## config.mk

```make
export PLATFORM = sky130hd
export DESIGN_NAME = utf8_stream_validate_count_flat
export DESIGN_NICKNAME = d
export VERILOG_FILES = /design/src/rtl/core/usvc_pkg.sv /design/src/rtl/core/usvc_if.sv /design/src/rtl/core/usvc_step.sv /design/src/rtl/core/utf8_stream_validate_count.sv /design/src/flat_wrapper.sv
export SDC_FILE = /design/constraint.sdc
export NUM_CORES = 1
export LEC_CHECK = 0
export BUFFER_PORTS_ARGS = -buffer_cell sky130_fd_sc_hd__buf_2
export CAP_MARGIN = 20
export CORE_MARGIN = 3
export CORE_UTILIZATION = 64
export DETAILED_ROUTE_END_ITERATION = 7
export PLACE_DENSITY = 0.89
export SYNTH_ARGS = -nofsm -noshare
export SYNTH_HDL_FRONTEND = slang
export SYNTH_SLANG_ARGS = --single-unit
```

## constraint.sdc

```tcl
create_clock -name clk -period 10.7 [get_ports clk]
set_input_delay 2.14 -clock clk [delete_from_list [all_inputs] [get_ports clk]]
set_output_delay 2.14 -clock clk [all_outputs]
set_load 0.01 [all_outputs]
```

## src/rtl/core/usvc_pkg.sv

```systemverilog
// ----------------------------------------------------------------------------
// usvc_pkg
// Shared types and constants of the UTF-8 stream validator and counter.
// ----------------------------------------------------------------------------
package usvc_pkg;

    // Largest string length in bytes; a real byte beyond it is an error.
    localparam logic [31:0] MAX_BYTES = 32'd65535;

    // Effective limit on the 16-bit byte counter: MAX_BYTES, capped at the
    // counter's own ceiling.
    localparam logic [15:0] BYTE_LIMIT =
        (MAX_BYTES < 32'h0000_FFFF) ? 16'(MAX_BYTES) : 16'hFFFF;

    typedef logic [1:0] status_t;

    localparam status_t STATUS_OK        = 2'd0;
    localparam status_t STATUS_INVALID   = 2'd1;
    localparam status_t STATUS_TRUNCATED = 2'd2;
    localparam status_t STATUS_TOO_LONG  = 2'd3;

    // Kind of lead byte whose second byte carries an extra range check
    typedef logic [2:0] lead_kind_t;

    localparam lead_kind_t LEAD_PLAIN = 3'd0;
    localparam lead_kind_t LEAD_E0    = 3'd1;
    localparam lead_kind_t LEAD_ED    = 3'd2;
    localparam lead_kind_t LEAD_F0    = 3'd3;
    localparam lead_kind_t LEAD_F4    = 3'd4;

    // Per-string decoder state
    typedef struct packed {
        logic [1:0]  bytes_left;
        lead_kind_t  lead_kind;
        logic        at_second_byte;
        logic [15:0] chars_seen;
        logic [15:0] bytes_seen;
        logic [15:0] prefix_length;
        status_t     error_code;
    } str_state_t;

endpackage

```

## src/rtl/core/usvc_if.sv

```systemverilog
// ----------------------------------------------------------------------------
// usvc_if
// Valid/ready channels of the UTF-8 validator: byte stream and result.
// ----------------------------------------------------------------------------
interface usvc_byte_if;
    logic       valid;
    logic       ready;
    logic [7:0] data_byte;
    logic       has_byte;
    logic       last;

    modport source (output valid, output data_byte, output has_byte, output last,
                    input ready);
    modport sink   (input valid, input data_byte, input has_byte, input last,
                    output ready);
endinterface

interface usvc_result_if;
    logic        valid;
    logic        ready;
    logic [1:0]  status;
    logic [15:0] char_count;
    logic [15:0] prefix_bytes;
    logic        prefix_reached;

    modport source (output valid, output status, output char_count,
                    output prefix_bytes, output prefix_reached, input ready);
    modport sink   (input valid, input status, input char_count,
                    input prefix_bytes, input prefix_reached, output ready);
endinterface

```

## src/rtl/core/usvc_step.sv

```systemverilog
// ----------------------------------------------------------------------------
// usvc_step
// One byte of strict UTF-8 decoding: next string state from current state.
// ----------------------------------------------------------------------------
module usvc_step
    import usvc_pkg::*;
#(
    parameter logic [31:0] MAX_BYTES = usvc_pkg::MAX_BYTES
)
(
    input  str_state_t  cur,
    input  logic [7:0]  data_byte,
    input  logic        has_byte,
    input  logic [15:0] prefix_chars,
    output str_state_t  nxt
);

    // MAX_BYTES, capped at the ceiling of the 16-bit byte counter
    localparam logic [15:0] BYTE_CAP =
        (MAX_BYTES < 32'h0000_FFFF) ? MAX_BYTES[15:0] : 16'hFFFF;

    logic [15:0] bytes_inc;
    logic [15:0] chars_inc;
    logic        second_bad;

    assign bytes_inc = cur.bytes_seen + 16'd1;
    assign chars_inc = cur.chars_seen + 16'd1;

    always_comb
    begin
        case (cur.lead_kind)
            LEAD_E0: second_bad = (data_byte < 8'hA0);
            LEAD_ED: second_bad = (data_byte > 8'h9F);
            LEAD_F0: second_bad = (data_byte < 8'h90);
            LEAD_F4: second_bad = (data_byte > 8'h8F);
            default: second_bad = 1'b0;
        endcase
    end

    always_comb
    begin
        nxt = cur;
        if (has_byte && cur.error_code == STATUS_OK)
        begin
            if (cur.bytes_seen >= BYTE_CAP)
            begin
                nxt.error_code = STATUS_TOO_LONG;
            end
            else
            begin
                nxt.bytes_seen = bytes_inc;
                if (cur.bytes_left == 2'd0)
                begin
                    if (data_byte < 8'h80)
                    begin
                        nxt.chars_seen = chars_inc;
                        if (chars_inc == prefix_chars)
                            nxt.prefix_length = bytes_inc;
                    end
                    else if (data_byte >= 8'hC2 && data_byte <= 8'hDF)
                    begin
                        nxt.bytes_left     = 2'd1;
                        nxt.lead_kind      = LEAD_PLAIN;
                        nxt.at_second_byte = 1'b1;
                    end
                    else if (data_byte >= 8'hE0 && data_byte <= 8'hEF)
                    begin
                        nxt.bytes_left     = 2'd2;
                        nxt.lead_kind      = (data_byte == 8'hE0) ? LEAD_E0 :
                                             (data_byte == 8'hED) ? LEAD_ED : LEAD_PLAIN;
                        nxt.at_second_byte = 1'b1;
                    end
                    else if (data_byte >= 8'hF0 && data_byte <= 8'hF4)
                    begin
                        nxt.bytes_left     = 2'd3;
                        nxt.lead_kind      = (data_byte == 8'hF0) ? LEAD_F0 :
                                             (data_byte == 8'hF4) ? LEAD_F4 : LEAD_PLAIN;
                        nxt.at_second_byte = 1'b1;
                    end
                    else
                    begin
                        nxt.error_code = STATUS_INVALID;
                    end
                end
                else if (data_byte[7:6] != 2'b10)
                begin
                    nxt.error_code = STATUS_INVALID;
                end
                else if (cur.at_second_byte && second_bad)
                begin
                    nxt.error_code = STATUS_INVALID;
                end
                else
                begin
                    nxt.at_second_byte = 1'b0;
                    nxt.bytes_left     = cur.bytes_left - 2'd1;
                    if (cur.bytes_left == 2'd1)
                    begin
                        // final continuation byte closes the character
                        nxt.lead_kind  = LEAD_PLAIN;
                        nxt.chars_seen = chars_inc;
                        if (chars_inc == prefix_chars)
                            nxt.prefix_length = bytes_inc;
                    end
                end
            end
        end
    end

endmodule

```

## src/rtl/core/utf8_stream_validate_count.sv

```systemverilog
// ----------------------------------------------------------------------------
// utf8_stream_validate_count
// Strict UTF-8 validator with character count and prefix byte length.
// ----------------------------------------------------------------------------
// Usage:
//   byte_stream carries one byte of a string per transaction (data_byte,
//   has_byte, last). has_byte = 0 marks a transaction with no real byte;
//   last = 1 closes the string. Each string yields exactly one transaction
//   on result: status, char_count, prefix_bytes, prefix_reached.
//   prefix_chars_we / prefix_chars_wdata write the prefix length register;
//   write it only while no string is in flight.
// Timing:
//   One byte per cycle sustained; a new transaction is taken every cycle
//   unless a closing transaction is held in the input register. The result
//   is registered: the closing byte passes the input register, then the
//   decode step and close-out logic feed the result register.
// Reset:
//   rst_n clears all string state, the prefix register and both valid
//   flags; byte_stream.ready is high as soon as reset is released.
// Stall:
//   While result waits for ready, non-final bytes keep flowing; a closing
//   transaction holds in the input register until the result slot frees.
// ----------------------------------------------------------------------------
module utf8_stream_validate_count
    import usvc_pkg::*;
#(
    // Longest string in bytes; a real byte beyond it ends in status too long
    parameter logic [31:0] MAX_BYTES = usvc_pkg::MAX_BYTES
)
(
    input  logic                 clk,
    input  logic                 rst_n,
    usvc_byte_if.sink            byte_stream,
    usvc_result_if.source        result,
    input  logic                 prefix_chars_we,
    input  logic [15:0]          prefix_chars_wdata
);

    // Configuration
    logic [15:0] prefix_chars_reg;

    // Input register
    logic        in_valid_reg;
    logic [7:0]  in_byte_reg;
    logic        in_has_reg;
    logic        in_last_reg;

    // String state
    str_state_t  state_reg;
    str_state_t  state_next;

    // Result register
    logic        out_valid_reg;
    status_t     out_status_reg;
    logic [15:0] out_count_reg;
    logic [15:0] out_prefix_reg;
    logic        out_reached_reg;

    logic        advance;
    logic        out_free;
    status_t     final_status;
    logic        reached;

    always_ff @(posedge clk or negedge rst_n)
    begin
        if (!rst_n)
            prefix_chars_reg <= '0;
        else if (prefix_chars_we)
            prefix_chars_reg <= prefix_chars_wdata;
    end

    // Result slot frees when empty or being taken this cycle
    assign out_free = !out_valid_reg || result.ready;

    // Advance the held byte: non-final bytes always, the closing one only
    // when the result register can take it
    assign advance = in_valid_reg && (!in_last_reg || out_free);

    assign byte_stream.ready = !in_valid_reg || advance;

    always_ff @(posedge clk or negedge rst_n)
    begin
        if (!rst_n)
            in_valid_reg <= 1'b0;
        else if (byte_stream.ready)
            in_valid_reg <= byte_stream.valid;
    end

    always_ff @(posedge clk)
    begin
        if (byte_stream.ready && byte_stream.valid)
        begin
            in_byte_reg <= byte_stream.data_byte;
            in_has_reg  <= byte_stream.has_byte;
            in_last_reg <= byte_stream.last;
        end
    end

    usvc_step #(
        .MAX_BYTES (MAX_BYTES)
    ) u_step (
        .cur          (state_reg),
        .data_byte    (in_byte_reg),
        .has_byte     (in_has_reg),
        .prefix_chars (prefix_chars_reg),
        .nxt          (state_next)
    );

    // Close out the string: a clean stream that still expects
    // continuation bytes is truncated
    always_comb
    begin
        final_status = state_next.error_code;
        if (final_status == STATUS_OK && state_next.bytes_left != 2'd0)
            final_status = STATUS_TRUNCATED;
    end

    assign reached = (state_next.chars_seen >= prefix_chars_reg);

    // Drop string state back to reset once the closing byte is consumed
    always_ff @(posedge clk or negedge rst_n)
    begin
        if (!rst_n)
            state_reg <= '0;
        else if (advance)
        begin
            if (in_last_reg)
                state_reg <= '0;
            else
                state_reg <= state_next;
        end
    end

    always_ff @(posedge clk or negedge rst_n)
    begin
        if (!rst_n)
            out_valid_reg <= 1'b0;
        else if (advance && in_last_reg)
            out_valid_reg <= 1'b1;
        else if (result.ready)
            out_valid_reg <= 1'b0;
    end

    // Error results report zero for all counts
    always_ff @(posedge clk)
    begin
        if (advance && in_last_reg)
        begin
            out_status_reg <= final_status;
            if (final_status == STATUS_OK)
            begin
                out_count_reg   <= state_next.chars_seen;
                out_prefix_reg  <= reached ? state_next.prefix_length : 16'd0;
                out_reached_reg <= reached;
            end
            else
            begin
                out_count_reg   <= 16'd0;
                out_prefix_reg  <= 16'd0;
                out_reached_reg <= 1'b0;
            end
        end
    end

    assign result.valid          = out_valid_reg;
    assign result.status         = out_status_reg;
    assign result.char_count     = out_count_reg;
    assign result.prefix_bytes   = out_prefix_reg;
    assign result.prefix_reached = out_reached_reg;

endmodule
```

## src/flat_wrapper.sv

```systemverilog
// flat-port wrapper written by rule: the top's interface ports become plain ports
module utf8_stream_validate_count_flat import usvc_pkg::*;
#(
                                                                             
    parameter logic [31:0] MAX_BYTES = usvc_pkg::MAX_BYTES
)
  (clk, rst_n, prefix_chars_we, prefix_chars_wdata, byte_stream_valid, byte_stream_data_byte, byte_stream_has_byte, byte_stream_last, byte_stream_ready, result_valid, result_status, result_char_count, result_prefix_bytes, result_prefix_reached, result_ready);
  usvc_byte_if byte_stream_i ();
  usvc_result_if result_i ();
  input  logic clk;
  input  logic rst_n;
  input  logic prefix_chars_we;
  input  logic [15:0] prefix_chars_wdata;
  input wire logic [$bits(byte_stream_i.valid)-1:0] byte_stream_valid;
  input wire logic [$bits(byte_stream_i.data_byte)-1:0] byte_stream_data_byte;
  input wire logic [$bits(byte_stream_i.has_byte)-1:0] byte_stream_has_byte;
  input wire logic [$bits(byte_stream_i.last)-1:0] byte_stream_last;
  output wire logic [$bits(byte_stream_i.ready)-1:0] byte_stream_ready;
  output wire logic [$bits(result_i.valid)-1:0] result_valid;
  output wire logic [$bits(result_i.status)-1:0] result_status;
  output wire logic [$bits(result_i.char_count)-1:0] result_char_count;
  output wire logic [$bits(result_i.prefix_bytes)-1:0] result_prefix_bytes;
  output wire logic [$bits(result_i.prefix_reached)-1:0] result_prefix_reached;
  input wire logic [$bits(result_i.ready)-1:0] result_ready;
  assign byte_stream_i.valid = byte_stream_valid;
  assign byte_stream_i.data_byte = byte_stream_data_byte;
  assign byte_stream_i.has_byte = byte_stream_has_byte;
  assign byte_stream_i.last = byte_stream_last;
  assign byte_stream_ready = byte_stream_i.ready;
  assign result_valid = result_i.valid;
  assign result_status = result_i.status;
  assign result_char_count = result_i.char_count;
  assign result_prefix_bytes = result_i.prefix_bytes;
  assign result_prefix_reached = result_i.prefix_reached;
  assign result_i.ready = result_ready;
  utf8_stream_validate_count #(.MAX_BYTES(MAX_BYTES)) u_core (.clk(clk), .rst_n(rst_n), .byte_stream(byte_stream_i), .result(result_i), .prefix_chars_we(prefix_chars_we), .prefix_chars_wdata(prefix_chars_wdata));
endmodule
```

==> out/qor.txt <==
share of cells above drive strength 1 - 0.156
final wirelength - 15.6 mm
Crit. Startpoint - u_core.state_reg[54]
die height - 108 um
die width - 108 um
H-tree depth - 4
full die area - 0.0117 sq mm
vias in the first global route - 5,257
met1 Resource Use GR - 0.368
Clock transition at path regs - 0.05 ns
Register-to-Register Path Depth - 16
Startpoint Class - flop
CP peak stage delay - 0.59 ns
GRT Util Overall - 0.285
max-slew violations - 0
post-synth top area share - 0.277
Worst path top cell family by delay - simple AND/OR/NAND/NOR gates
met3 usage - 0.0836
total negative slack - 0 ns
clk sinks - 119
Fill cells - 653
Vias/cell - 6.27
fmax - 207 MHz
Clk Tree Root Cell - clkbuf_8
Peak supply drop - 0.185 mV
Fin. Hold Viols - 0
Min-Delay Path Class - flop to flop
worst skew pair latency - 0.54 ns
nets@finish - 791
Worst-Margin Slew - 0.973 ns
pin count of the biggest net entering global routing - 75
initial antenna violation count - 0
Setup Fix Bufs, Post-CTS - 0
register area - 0.00320 sq mm
max cap viols - 0
Max clock buf depth - 2
commonest cells after routing, fill and taps aside - nand2_1, dfrtp_1, buf_2, o21ai_0, edfxtp_1
CP max FO - 17
area of the multi-input gates - 0.00315 sq mm
worst clock skew - 0.00816 ns
Net Count, Synth - 737
Worst path depth - 16
Total Power - 1.19 mW
Crit path required time - 11.06 ns
Slew headroom - 0.352
TritonCTS Buffers - 17
Lkg Pwr - 3.22 nW
IO Port Bufs - 67
xor and xnor fraction of the mapped netlist area - 0.0681
largest family of logic cells by synthesized area - simple AND/OR/NAND/NOR gates
grt ovf - 0
Place WS - 5.95 ns
post-synthesis compound-gate area fraction - 0.157
RePlAce Congestion - 0.897
Simple-Gate Fraction of Synth Area - 0.194
CP Cell Sequence - inv_1 > ha_1 > nor4b_1 > a32oi_1 > nor2_1 > buf_4 > nand3_1 > xor2_1 > inv_1 > ha_1 > nand4_1 > a211oi_1 > o41ai_1 > o21ai_0 > nand3_1 > a21oi_1
area delta synth->final - 12.6%
Yosys reg bits - 119
Mapped Area - 0.00669 sq mm
Syn Inst Count - 686
max reg flops - 56
Std-Cell Rows - 36
I/O pin count - 68
Ys Warns - 0
Pwr Density - 159 mW/mm^2
Worst Setup EP - u_core.result.prefix_bytes[14]
reg-to-reg endpoint - u_core.result.prefix_bytes[14]
dominant synthesized flop cell - dfrtp_1
initial core utilization - 0.672
M2 GR Usage - 0.445
Final Cycle Share - 0.451
worst reg2reg startpoint - u_core.state_reg[54]
R2R Setup Slk - 5.87 ns
Buf/Inv on CP - 3
Crit Path Category - flop to flop
fin util - 0.757
busiest grt layer - met2
CTS resizes - 0
DR vias - 5,553
Post-synth EDFFs - 45
Final ANT Viol Nets - 0
cell taking the most area after synthesis - dfrtp_1
DR DRC count - 0
Crit. End Element - flop
commonest non-fill, non-tap cell in the layout - nand2_1
Antenna diodes - 0
violation count after the first detailed-routing iteration - 446
final setup vio count - 0
Core ar. - 0.00995 sq mm
Final min period - 4.83 ns
RSZ-0062 raised after global routing - false
slowest library cell on the worst path - nand3_1
sequential cell area fraction in the yosys report - 0.479
post-route setup slack - 5.87 ns
Detail Placement HPWL - 10.2 mm
post-synthesis mux area share - 0.0142
Routed wire per std cell - 17.6 um
TritonRoute pass-1 iters - 5
Yosys cell types - 64
global-route wire length before repair - 25.6 mm
FFs w/ async S/R, synth - 0.622
synth top area cells - dfrtp_1, edfxtp_1, nand2_1
Mean Syn Cell Area - 9.75 sq um
status - complete, no violations
crit path DAT - 5.19 ns
CTS tree - done
# hold bufs at CTS - 0
Synth Area in Adders - 0.0374
## routing by layer
layer  wire length (um)  up-vias  share of wire
met2               7400      255           0.48
li1                   -     2568              -
met1               6530     2690           0.42
met5                  0        -              0
met3               1280       40          0.082
met4                353        0          0.023
## worst min path at each step
stage	cells past startpoint	start	slack [ns]	endpoint
after floorplan	2	u_core.state_reg[3]	0.47	u_core.state_reg[3]
after global placement	2	u_core.state_reg[3]	0.48	u_core.state_reg[3]
after detailed placement	2	u_core.state_reg[2]	0.51	u_core.state_reg[2]
after CTS	2	u_core.state_reg[3]	0.51	u_core.state_reg[3]
after global routing	2	u_core.state_reg[3]	0.54	u_core.state_reg[3]
final	2	u_core.state_reg[3]	0.51	u_core.state_reg[3]
## cells in the mapped netlist (5+ instances only)
cell      number
or2_2         11
nand3b_1      15
a21o_1         8
nand2_1       89
nand4_1       14
o22ai_1        5
xor2_1        22
edfxtp_1      45
nor2_1        38
o311ai_0       9
clkbuf_1      27
a31oi_1        6
ha_1          20
o31ai_1       10
xnor2_1       30
o21ai_0       58
nor2b_1       14
nand2b_1       6
inv_1         38
buf_2          6
nor3_1         9
mux2i_1        5
nand3_1       20
o211ai_1       8
dfrtp_1       74
a21oi_1       24
## tightest hold or removal path: cells and delay by family (launching register included)
family / cells / cell delay, ns
and+or+nand+nor: 2 / 0.12
DFF: 1 / 0.36
## cell type report
cell class              count  share of cell area
multi-input cells         489               0.418
flip-flops and latches    119               0.425
repair buffers             75              0.0525
well taps                 133              0.0221
inverters                  38              0.0189
clock buffers              24              0.0598
clock inverters             7             0.00398
## logic make-up (layout without fill, tap and decap cells)
| kind of cell | count (synthesis) | in the layout |
|---|---|---|
| AOI/OAI and AO/OA | 160 | 160 |
| xor gates and xnor gates | 52 | 52 |
| adders and majority gates | 20 | 20 |
| buffers and inverters | 78 | 144 |
| DFF | 119 | 119 |
| muxes | 9 | 9 |
| and+or+nand+nor | 248 | 248 |
## per-stage QoR
step           hold slack, ns  instances  area, sq um
5_1_grt                 0.543        885         7540
3_5_place_dp            0.506        854         7060
2_1_floorplan           0.471        686         6690
3_3_place_gp            0.483        854         7060
4_1_cts                 0.514        885         7540
6_report                0.512        885         7540
## where the power goes
part | leakage (nW) | switching [mW] | internal, mW
sequential | 1.42 | 0.0301 | 0.512
combinational | 1.56 | 0.117 | 0.0679
clock | 0.237 | 0.184 | 0.284
No activity file was read; power rests on OpenSTA's default activity.
